$ cat config.mk
export PLATFORM = sky130hd
export DESIGN_NAME = pngunf_regs
export DESIGN_NICKNAME = d
export VERILOG_FILES = /design/src/hdl/png_unfilter_rgba_expand_assert.svh /design/src/hdl/pngunf_pkg.sv /design/src/hdl/pngunf_regs.sv
export SDC_FILE = /design/constraint.sdc
export NUM_CORES = 1
export LEC_CHECK = 0
export BUFFER_PORTS_ARGS = -buffer_cell sky130_fd_sc_hd__buf_2
export CELL_PAD_IN_SITES_DETAIL_PLACEMENT = 2
export CELL_PAD_IN_SITES_GLOBAL_PLACEMENT = 2
export CORE_MARGIN = 5
export CORE_UTILIZATION = 33
export CTS_BUF_LIST = sky130_fd_sc_hd__clkbuf_4 sky130_fd_sc_hd__clkbuf_8
export DETAILED_ROUTE_END_ITERATION = 8
export PLACE_DENSITY_LB_ADDON = 0.12
export SYNTH_ARGS = -nofsm -noshare
export SYNTH_HDL_FRONTEND = slang
export SYNTH_SLANG_ARGS = --single-unit
$ cat constraint.sdc
create_clock -name clk -period 1.5 [get_ports clk]
set_input_delay 0 -clock clk [delete_from_list [all_inputs] [get_ports clk]]
set_output_delay 0 -clock clk [all_outputs]
set_load 0.01 [all_outputs]
$ cat src/hdl/png_unfilter_rgba_expand_assert.svh
// Assertion macros for the PNG unfilter block.
// Depends on clk and rst_n being visible where the macros are used.
`ifndef PNG_UNFILTER_RGBA_EXPAND_ASSERT_SVH
`define PNG_UNFILTER_RGBA_EXPAND_ASSERT_SVH
`ifndef NO_ASSERTIONS
`define PU_ASSERT_IMP(lbl, ante, cons) \
    lbl: assert property (@(posedge clk) disable iff (!rst_n) (ante) |-> (cons)) \
        else $error("same-cycle check failed");
`define PU_ASSERT_NXT(lbl, ante, cons) \
    lbl: assert property (@(posedge clk) disable iff (!rst_n) (ante) |=> (cons)) \
        else $error("next-cycle check failed");
`else
`define PU_ASSERT_IMP(lbl, ante, cons)
`define PU_ASSERT_NXT(lbl, ante, cons)
`endif
`endif

$ cat src/hdl/pngunf_pkg.sv
// Shared types and constants for the PNG unfilter and RGBA expander.
// No dependencies.
`default_nettype none
package pngunf_pkg;

    localparam int MAX_WIDTH_DEF     = 2048;
    localparam int PALETTE_DEPTH_DEF = 256;

    localparam logic [2:0] REG_COLOR_MODE   = 3'd0;
    localparam logic [2:0] REG_ROW_WIDTH    = 3'd1;
    localparam logic [2:0] REG_ROW_COUNT    = 3'd2;
    localparam logic [2:0] REG_KEY_COUNT    = 3'd3;
    localparam logic [2:0] REG_KEY_RED      = 3'd4;
    localparam logic [2:0] REG_KEY_GREEN    = 3'd5;
    localparam logic [2:0] REG_KEY_BLUE     = 3'd6;
    localparam logic [2:0] REG_PALETTE_SIZE = 3'd7;

    localparam logic [2:0] MODE_GREY  = 3'd0;
    localparam logic [2:0] MODE_RGB   = 3'd1;
    localparam logic [2:0] MODE_PAL   = 3'd2;
    localparam logic [2:0] MODE_GREYA = 3'd3;
    localparam logic [2:0] MODE_RGBA  = 3'd4;

    localparam logic [2:0] FILT_NONE  = 3'd0;
    localparam logic [2:0] FILT_SUB   = 3'd1;
    localparam logic [2:0] FILT_UP    = 3'd2;
    localparam logic [2:0] FILT_AVG   = 3'd3;
    localparam logic [2:0] FILT_PAETH = 3'd4;

    localparam logic       OP_STREAM  = 1'b0;
    localparam logic       OP_PALETTE = 1'b1;

    typedef enum logic [1:0] {
        KIND_FILT,
        KIND_BYTE,
        KIND_ERR
    } kind_t;

    typedef struct packed {
        logic [2:0]  color_mode;
        logic [11:0] row_width;
        logic [15:0] row_count;
        logic [8:0]  key_count;
        logic [15:0] key_red;
        logic [15:0] key_green;
        logic [15:0] key_blue;
        logic [8:0]  palette_size;
    } cfg_t;

    typedef struct packed {
        logic       operation;
        logic [7:0] stream_byte;
        logic [7:0] entry_index;
        logic [7:0] entry_red;
        logic [7:0] entry_green;
        logic [7:0] entry_blue;
        logic [7:0] entry_alpha;
    } in_t;

    typedef struct packed {
        logic [7:0] red;
        logic [7:0] green;
        logic [7:0] blue;
        logic [7:0] alpha;
        logic       row_end;
        logic       image_end;
        logic       bad_filter;
    } out_t;

endpackage
`default_nettype wire

$ cat src/hdl/pngunf_regs.sv
// APB register file for the PNG unfilter block.
// Depends on pngunf_pkg for the register indexes and cfg_t.
`default_nettype none
module pngunf_regs
(
    input  wire               clk,
    input  wire               rst_n,
    input  wire               psel,
    input  wire               penable,
    input  wire               pwrite,
    input  wire  [4:0]        paddr,
    input  wire  [31:0]       pwdata,
    output logic [31:0]       prdata,
    output logic              pready,
    output pngunf_pkg::cfg_t  cfg
);

    pngunf_pkg::cfg_t cfg_reg;
    pngunf_pkg::cfg_t cfg_next;
    logic             wr;

    assign pready = 1'b1;
    assign wr     = psel && penable && pwrite;
    assign cfg    = cfg_reg;

    always_comb
    begin
        cfg_next = cfg_reg;
        if (wr)
        begin
            case (paddr[4:2])
                pngunf_pkg::REG_COLOR_MODE:   cfg_next.color_mode   = pwdata[2:0];
                pngunf_pkg::REG_ROW_WIDTH:    cfg_next.row_width    = pwdata[11:0];
                pngunf_pkg::REG_ROW_COUNT:    cfg_next.row_count    = pwdata[15:0];
                pngunf_pkg::REG_KEY_COUNT:    cfg_next.key_count    = pwdata[8:0];
                pngunf_pkg::REG_KEY_RED:      cfg_next.key_red      = pwdata[15:0];
                pngunf_pkg::REG_KEY_GREEN:    cfg_next.key_green    = pwdata[15:0];
                pngunf_pkg::REG_KEY_BLUE:     cfg_next.key_blue     = pwdata[15:0];
                pngunf_pkg::REG_PALETTE_SIZE: cfg_next.palette_size = pwdata[8:0];
                default:                      cfg_next = cfg_reg;
            endcase
        end
    end

    always_comb
    begin
        case (paddr[4:2])
            pngunf_pkg::REG_COLOR_MODE:   prdata = {29'd0, cfg_reg.color_mode};
            pngunf_pkg::REG_ROW_WIDTH:    prdata = {20'd0, cfg_reg.row_width};
            pngunf_pkg::REG_ROW_COUNT:    prdata = {16'd0, cfg_reg.row_count};
            pngunf_pkg::REG_KEY_COUNT:    prdata = {23'd0, cfg_reg.key_count};
            pngunf_pkg::REG_KEY_RED:      prdata = {16'd0, cfg_reg.key_red};
            pngunf_pkg::REG_KEY_GREEN:    prdata = {16'd0, cfg_reg.key_green};
            pngunf_pkg::REG_KEY_BLUE:     prdata = {16'd0, cfg_reg.key_blue};
            pngunf_pkg::REG_PALETTE_SIZE: prdata = {23'd0, cfg_reg.palette_size};
            default:                      prdata = 32'd0;
        endcase
    end

    always_ff @(posedge clk or negedge rst_n)
    begin
        if (!rst_n)
        begin
            cfg_reg <= pngunf_pkg::cfg_t'{3'd0, 12'd1, 16'd1, 9'd0,
                                          16'd0, 16'd0, 16'd0, 9'd0};
        end
        else
        begin
            cfg_reg <= cfg_next;
        end
    end

endmodule
`default_nettype wire
[Word-level counts from Yosys, hierarchy flattened]
Cells that the tools add are included.
Storage, ports and cells
  register bits after elaboration: 97
  bits in latches: 0
  RAM bits: 0
  ROM bits: 0
  input bits: 42
  output and inout bits: 130
  memories kept: 0
Cells by class
  add/sub/neg operators: 0
  multipliers: 0
  divide/modulo/power cells: 0
  magnitude comparators: 0
  equality and inequality tests: 7
  shift-type cells: 0
  mux-type cells: 1
  bitwise logic cells: 0
  reductions and logical operators: 11
Operators by type and width (number)
  case mux 32 bit (8 select lines): 1
  AND reduction 2 bit: 8
  equality test 3 bit, second input constant: 4
  equality test 3 x 2 -> 1 bit, second input constant: 2
  equality test 3 x 1 -> 1 bit, second input constant: 1
  zero test 3 bit: 1
  logical AND 1 bit: 2

[Logic depth before layout (Yosys ltp)]
Gate-level depths: netlist (run 1).
  depth in word-level cells: 3
  mapped depth: 6
  depth with buffers taken out: 3

[Least setup slack after synthesis (run 1)]
OpenSTA, ideal clock, no wires.
  kind: input port to flip-flop
  start: input port paddr[2]
  end: register cfg_reg (netlist bit cfg[46])
  setup time: 0.125 ns
  arrival time: 1.072 ns
  required time: 1.375 ns
  slack: 0.303 ns
  cell stages on the path: 6
  buffers on the path: 3
  cell sequence: buf_6 nand2b_1 buf_6 nor2_4 buf_6 mux2_2
On the way
  longest elaborated chain between the ends: 2
RTL lines
  start: declaration: RTL line pngunf_regs.sv:11  | input wire [4:0] paddr,
  equality test 3 bit: RTL line pngunf_regs.sv:31  | case (paddr[4:2])
  AND reduction 2 bit (no source line)
  end signal: assignment: RTL line pngunf_regs.sv:64  | cfg_reg <= pngunf_pkg::cfg_t'{3'd0, 12'd1, 16'd1, 9'd0,
  end signal: assignment: RTL line pngunf_regs.sv:69  | cfg_reg <= cfg_next;
  end: declaration: RTL line pngunf_regs.sv:18  | pngunf_pkg::cfg_t cfg_reg;
No other way between the ends.
A chain may end at the register's enable or synchronous reset.

[Final worst setup path (run 1)]
  start: register cfg_reg (netlist bit cfg[43])
  end: output port prdata[2]
On the way
  longest elaborated chain between the ends: 1
RTL lines
  case mux 32 bit (8 select lines): RTL line pngunf_regs.sv:47  | case (paddr[4:2])
  end: declaration: RTL line pngunf_regs.sv:13  | output logic [31:0] prdata,
No other way between the ends. The select of a mux whose other input is x is not followed.

==> impl_results.md, run 1 <==
- Clock buffer depth: 2
- CTS Buf Count: 9
- CTS tree: built
- Utilization after layout: 0.462
- Worst setup path startpoint: cfg[43]$_DFFE_PN0P_
- Vias in the first global route: 3,880
- Area occupied by multi-input gates: 2060 um^2
- Placed cell areas: 5740 um^2
- DRC: 0
- Root buffer cell: clkbuf_8
- Worst hold path type: in -> async
- Drt pass-1 iters: 4
- R2R cell count: 3
- Yosys synthesis warning count: 0
- Yosys cell types: 37
- GRT overflow: 0
- Final Cycle Share: 1.11
- Area Growth Syn to Fin: 36.7%
- Cell area power density: 1240 nW/um^2
- Setup CP Type: reg -> out
- Worst-path clk slew: 90 ps
- Initial antenna violation count: 0
- ANT cells: 0
- Final setup viols: 4
- Final WL: 15.3 mm
- Cells after synthesis: 325
- Max reg flops: 97
- Core box area: 13,900 um^2
- Vias: 3,505
- IO Port Bufs: 136
- Commonest non-fill, non-tap cells in the layout: buf_2 (132), mux2_2 (99), dfrtp_1 (95)
- Commonest non-fill, non-tap cell in the layout: buf_2
- Final hold slack: 136 ps
- Leakage: 3.21 nW
- Filler cell count: 1,407
- Syn avg cell area: 14.4 um^2
- Critical-path maximum fanout: 2
- Pwr Total: 7.92 mW
- Number of enable flip-flop cells after synthesis: 0
- Seq. cell area: 2430 um^2
- Worst setup EP type: primary output
- Startpoint types: register
- Worst setup margin: -170 ps
- RSZ-0062 raised after global routing: yes
- Layout cells sized above 1: 0.626
- Vias per inst: 4.92
- Main flop type after synthesis: dfrtp_1
- DRT antenna net count: 0
- Die ar.: 16,700 um^2
- RR Endpoint: cfg[3]$_DFFE_PN0P_
- H-tree levels: 3
- GP Congestion: 0.758
- First-pass GRT wire length: 23.6 mm
- Maximum vdd ir drop: 524 uV
- Starting Density: 0.338
- Critical Path AT: 1670 ps
- Reg2reg start: cfg[3]$_DFFE_PN0P_
- Setup Slack @ Placement: 3.47 ps
- Yosys reg bits: 97
- GRT Util Overall: 0.188
- Design area: 6410 um^2
- Violated checks: negative setup slack
- Max cap viols: 0
- Worst reg-to-reg setup slack: 500 ps
- CTS sink count: 97
- Register area share after synthesis: 0.518
- Post-DP HPWL: 10.9 mm
- Synthesized area: 4690 um^2
- FMAX: 0.599 GHz
- Routed WL per cell: 21.5 um
- Die H: 129 um
- Top Ports: 172
- Clock latency on the worst-skew pair: 360 ps
- Slew Limit Fails: 0
- Largest net degree at the start of global routing: 36
- Synth async-reset ratio: 1.00
- Core Rows: 43
- Status: finished with violations
- Req. time, crit path: 1500 ps
- Nets@finish: 569
- Minimum clock period: 1670 ps
- Clock Skew: 0 ps
- Die width: 129 um
- Final Hold Fails: 0
- DRT iter0 DRCs: 118
==> routing by layer <==
| layer | part of all wire | vias to the layer above | GRT usage |
|---|---|---|---|
| met4 | 0.012 | 0 | 0.0525 |
| met3 | 0.057 | 12 | 0.0445 |
| met2 | 0.53 | 95 | 0.333 |
| met1 | 0.41 | 1834 | 0.227 |
| li1 | - | 1564 | - |
| met5 | 0 | - | 0 |
==> cell families after synthesis <==
logic type	after synthesis	synth area share
flip-flops	97	0.518
multiplexers	128	0.321
buffers and inverters	36	0.0600
AO/OA/AOI/OAI	33	0.0520
AND/OR/NAND/NOR	29	0.0475
other	2	0.00160
==> critical path, cell delays in order, from the launching register on <==
cell	delay, ps
dfrtp_1	410
mux4_2	480
mux2_2	290
buf_6	120
==> power by group <==
group / switching (mW) / total, mW / internal (mW) / leakage (nW)
Clock: 0.922 / 2.01 / 1.09 / 0.121
Combinational: 1.10 / 2.37 / 1.27 / 1.85
Sequential: 0.403 / 3.54 / 3.13 / 1.24
==> metrics by stage <==
step                      TNS [ps]  cells
final                         -510    712
after global routing          -816    712
after CTS                     -612    695
after detailed placement         0    650
after global placement           0    650
after floorplan                  0    340
==> final cells by class <==
| cell class | count | share of cell area |
|---|---|---|
| inverters | 2 | 0.00117 |
| repair buffers | 210 | 0.226 |
| clock buffers | 14 | 0.0271 |
| well taps | 180 | 0.0351 |
| clock inverters | 2 | 0.00937 |
| flip-flops and latches | 97 | 0.379 |
| multi-input cells | 207 | 0.322 |
==> worst max path at each step <==
stage | to | slack [ps] | cells past startpoint
after CTS | prdata[1] | -200 | 3
after detailed placement | cfg[37]$_DFFE_PN0P_ | 3 | 5
final | prdata[2] | -170 | 3
after global placement | cfg[27]$_DFFE_PN0P_ | 50 | 5
after floorplan | cfg[46]$_DFFE_PN0P_ | 300 | 6
after global routing | prdata[2] | -230 | 3
==> synthesized netlist by cell type, drive strengths merged (2+ instances only) <==
library cell    n  area share
a211o           5      0.0093
a21oi           8      0.0085
a221oi          2      0.0037
a32oi           4      0.0075
buf            32       0.057
clkbuf          2      0.0016
conb            2      0.0016
dfrtp          95        0.51
dfstp           2       0.011
inv             2      0.0016
mux2          104        0.25
mux2i          17       0.036
mux4            7       0.034
nand2          10      0.0080
nand2b          2      0.0027
nor2            8       0.012
nor3            2      0.0045
o211ai          5      0.0080
o21a            2      0.0032
o221ai          4      0.0075
==> timing repair <==
| item | in CTS | in global routing |
|---|---|---|
| hold buffers | 17 | 0 |
| endpoints found under the hold margin | 192 | 0 |
| endpoints found under the setup margin | 6 | 12 |
| buffers inserted | 12 | 17 |
| gates cloned | 0 | 0 |
| pin swaps | 1 | 2 |
| resized for setup | 7 | 3 |
(Power assumes the default switching activity.)
==> run 2, diff against run 1 <==
CORE_MARGIN = 2   (was 5)
MAX_ROUTING_LAYER = met4   (was unset)
SETUP_SLACK_MARGIN = 0.5   (was unset)
==> run 2 against run 1 <==
Net effect: via count grew 3.7%; the flow still finishes with violations (negative setup slack); highest routed layer unchanged; cell count rose by 4.2%; clock skew unchanged; sequential power about the same; non-clock buffer count increased by 30; sequential share of layout area fell by 4.4 points; die area down 9.1%; critical endpoint unchanged.
==> impl_results.md, run 2 (synthesized netlist as in run 1, its figures left out) <==
- Status: finished with violations
- Violated checks: negative setup slack
- Post-DP HPWL: 10.3 mm (-5.7%)
- RR Endpoint: cfg[4]$_DFFE_PN0P_
- Sw Share: 0.305 (-0.000434)
- Vias in the first global route: 4,107 (+5.9%)
- Clock latency on the worst-skew pair: 370 ps (about the same)
- Clock buffer depth: 2 (unchanged)
- Vias: 3,633 (+3.7%)
- Final WL: 16.4 mm (+7.4%)
- Starting Density: 0.338 (unchanged)
- Worst setup EP type: primary output
- Die width: 123 um (-4.6%)
- Minimum clock period: 1650 ps (-15.5 ps)
- Routed WL per cell: 22.1 um (+3.1%)
- GRT overflow: 0 (unchanged)
- Root buffer cell: clkbuf_8
- Vias per inst: 4.90 (-0.54%)
- DRT iter0 DRCs: 141 (+19%)
- GP Congestion: 0.769 (+1.4%)
- DRT antenna net count: 0 (unchanged)
- DRC: 0 (unchanged)
- Critical Path AT: 1650 ps (-20 ps)
- Die ar.: 15,200 um^2 (-9.1%)
- Final cell count without fillers: 742 (+4.2%)
- Internal power: 6.08 mW (+11%)
- Core box area: 13,900 um^2 (unchanged)
- Switch Pwr: 2.68 mW (+10%)
- Startpoint types: register
- Final setup viols: 5 (+1)
- Final Cycle Share: 1.10 (-0.0103)
- Nets@finish: 599 (+5.3%)
- Clock Skew: 0 ps (unchanged)
- ANT cells: 0 (unchanged)
- Worst-Margin Slew: 525 ps
- Setup CP Type: reg -> out
- Worst hold path type: in -> async
- IO Port Bufs: 136 (unchanged)
- Max cap viols: 0 (unchanged)
- Clock power frac: 0.210 (-0.044)
- Reg2reg start: cfg[4]$_DFFE_PN0P_
- Worst reg-to-reg setup slack: 470 ps (-30 ps)
- Slew headroom: 0.650
- Core Rows: 43 (unchanged)
- Die H: 123 um (-4.6%)
- First-pass GRT wire length: 24.5 mm (+4.1%)
- Placed cell areas: 5830 um^2 (+1.5%)
- FMAX: 0.604 GHz (+0.94%)
- CTS sink count: 97 (unchanged)
- GRT Util Overall: 0.225 (+0.0373)
- Initial antenna violation count: 0 (unchanged)
- Req. time, crit path: 1500 ps (about the same)
- Worst setup margin: -155 ps (+15.5 ps)
- Largest net degree at the start of global routing: 98 (+170%)
- Area Growth Syn to Fin: 54.6%
- Design area: 7250 um^2 (+13%)
- Pwr Total: 8.76 mW (+11%)
- Drt pass-1 iters: 4 (unchanged)
- Commonest non-fill, non-tap cell in the layout: buf_6
- Worst-path clk slew: 90 ps (about the same)
- Maximum vdd ir drop: 740 uV (+41%)
- Max reg flops: 97 (unchanged)
- Slew Limit Fails: 0 (unchanged)
- Leakage: 3.55 nW (+11%)
- Logic pwr share: 0.382 (+0.083)
- Critical-path maximum fanout: 2 (unchanged)
- Placed instance count: 649 (-0.15%)
- RSZ-0062 raised after global routing: yes
- R2R cell count: 3 (unchanged)
- Utilization after layout: 0.522 (+0.0604)
- Filler cell count: 1,323 (-6.0%)
- Top Ports: 172 (unchanged)
- CTS tree: built
- Final Hold Fails: 0 (unchanged)
- Layout cells sized above 1: 0.662 (+0.0360)
- Commonest non-fill, non-tap cells in the layout: buf_6 (100), dfrtp_1 (95), buf_2 (84)
- Flop pwr share: 0.408 (-0.039)
- H-tree levels: 3 (unchanged)
- Cell area power density: 1210 nW/um^2 (-2.1%)
- CTS Buf Count: 9 (unchanged)
[run 2: cell types whose count changed in the layout (fill, tap and decap cells not counted), sizes merged]
| cell | change |
|---|---|
| buf | +29 |
| bufinv | -1 |
| clkbuf | +2 |
[run 2: cell type report]
| class | count | area (um^2) | share of cell area |
|---|---|---|---|
| Sequential cell | 97 | 2430 | 0.335 |
| Timing Repair Buffer | 240 | 2120 | 0.293 |
| Clock buffer | 15 | 175 | 0.0242 |
| Inverter | 2 | 7.51 | 0.00104 |
| Multi-Input combinational cell | 207 | 2260 | 0.311 |
| Tap cell | 180 | 225 | 0.0311 |
| Clock inverter | 1 | 30.0 | 0.00414 |
[run 2: worst max-delay path by stage]
stage | slack (ps) | from | end | cells past startpoint
floorplan | 350 | paddr[3] | cfg[30]$_DFFE_PN0P_ | 5
global placement | 150 | paddr[4] | cfg[29]$_DFFE_PN0P_ | 5
detailed placement | 120 | paddr[4] | cfg[4]$_DFFE_PN0P_ | 5
CTS | -160 | cfg[43]$_DFFE_PN0P_ | prdata[2] | 3
global route | -200 | cfg[84]$_DFFE_PN0P_ | prdata[2] | 3
finish | -150 | cfg[59]$_DFFE_PN0P_ | prdata[2] | 3
[run 2: what timing repair did]
action,in CTS,in global routing
pin swaps,10,1
hold buffers,17,0
setup endpoints to repair,19,77
buffers inserted,41,19
endpoints found under the hold margin,185,0
gates resized for setup,88,44
[run 2: routing by layer]
metal	vias to the layer above	GRT usage	part of all wire
met2	98	0.371	0.51
li1	1623	-	-
met5	-	-	0
met3	12	0.0447	0.041
met4	0	0.0696	0.011
met1	1900	0.279	0.44
[run 2: worst max-delay path: stages, from the launching register on]
cell,delay [ps]
dfrtp_1,410
mux4_2,470
mux2_4,280
buf_6,120
[run 2: metrics by stage]
stage               setup WS [ps]  TNS [ps]  hold slack [ps]
floorplan                     348         0             -296
global placement              153         0              106
detailed placement            123         0              109
CTS                          -158      -533              249
global route                 -199      -863              282
finish                       -155      -505              228
[run 2: power groups by stage]
stage / combinational, mW / clock, mW / sequential, mW
detailed placement: 2.15 / 0 / 3.63
finish: 3.35 / 1.84 / 3.57
global placement: 2.09 / 0 / 3.59
floorplan: 1.00 / 0 / 3.76
CTS: 3.02 / 1.88 / 3.55
global route: 3.60 / 1.98 / 3.64
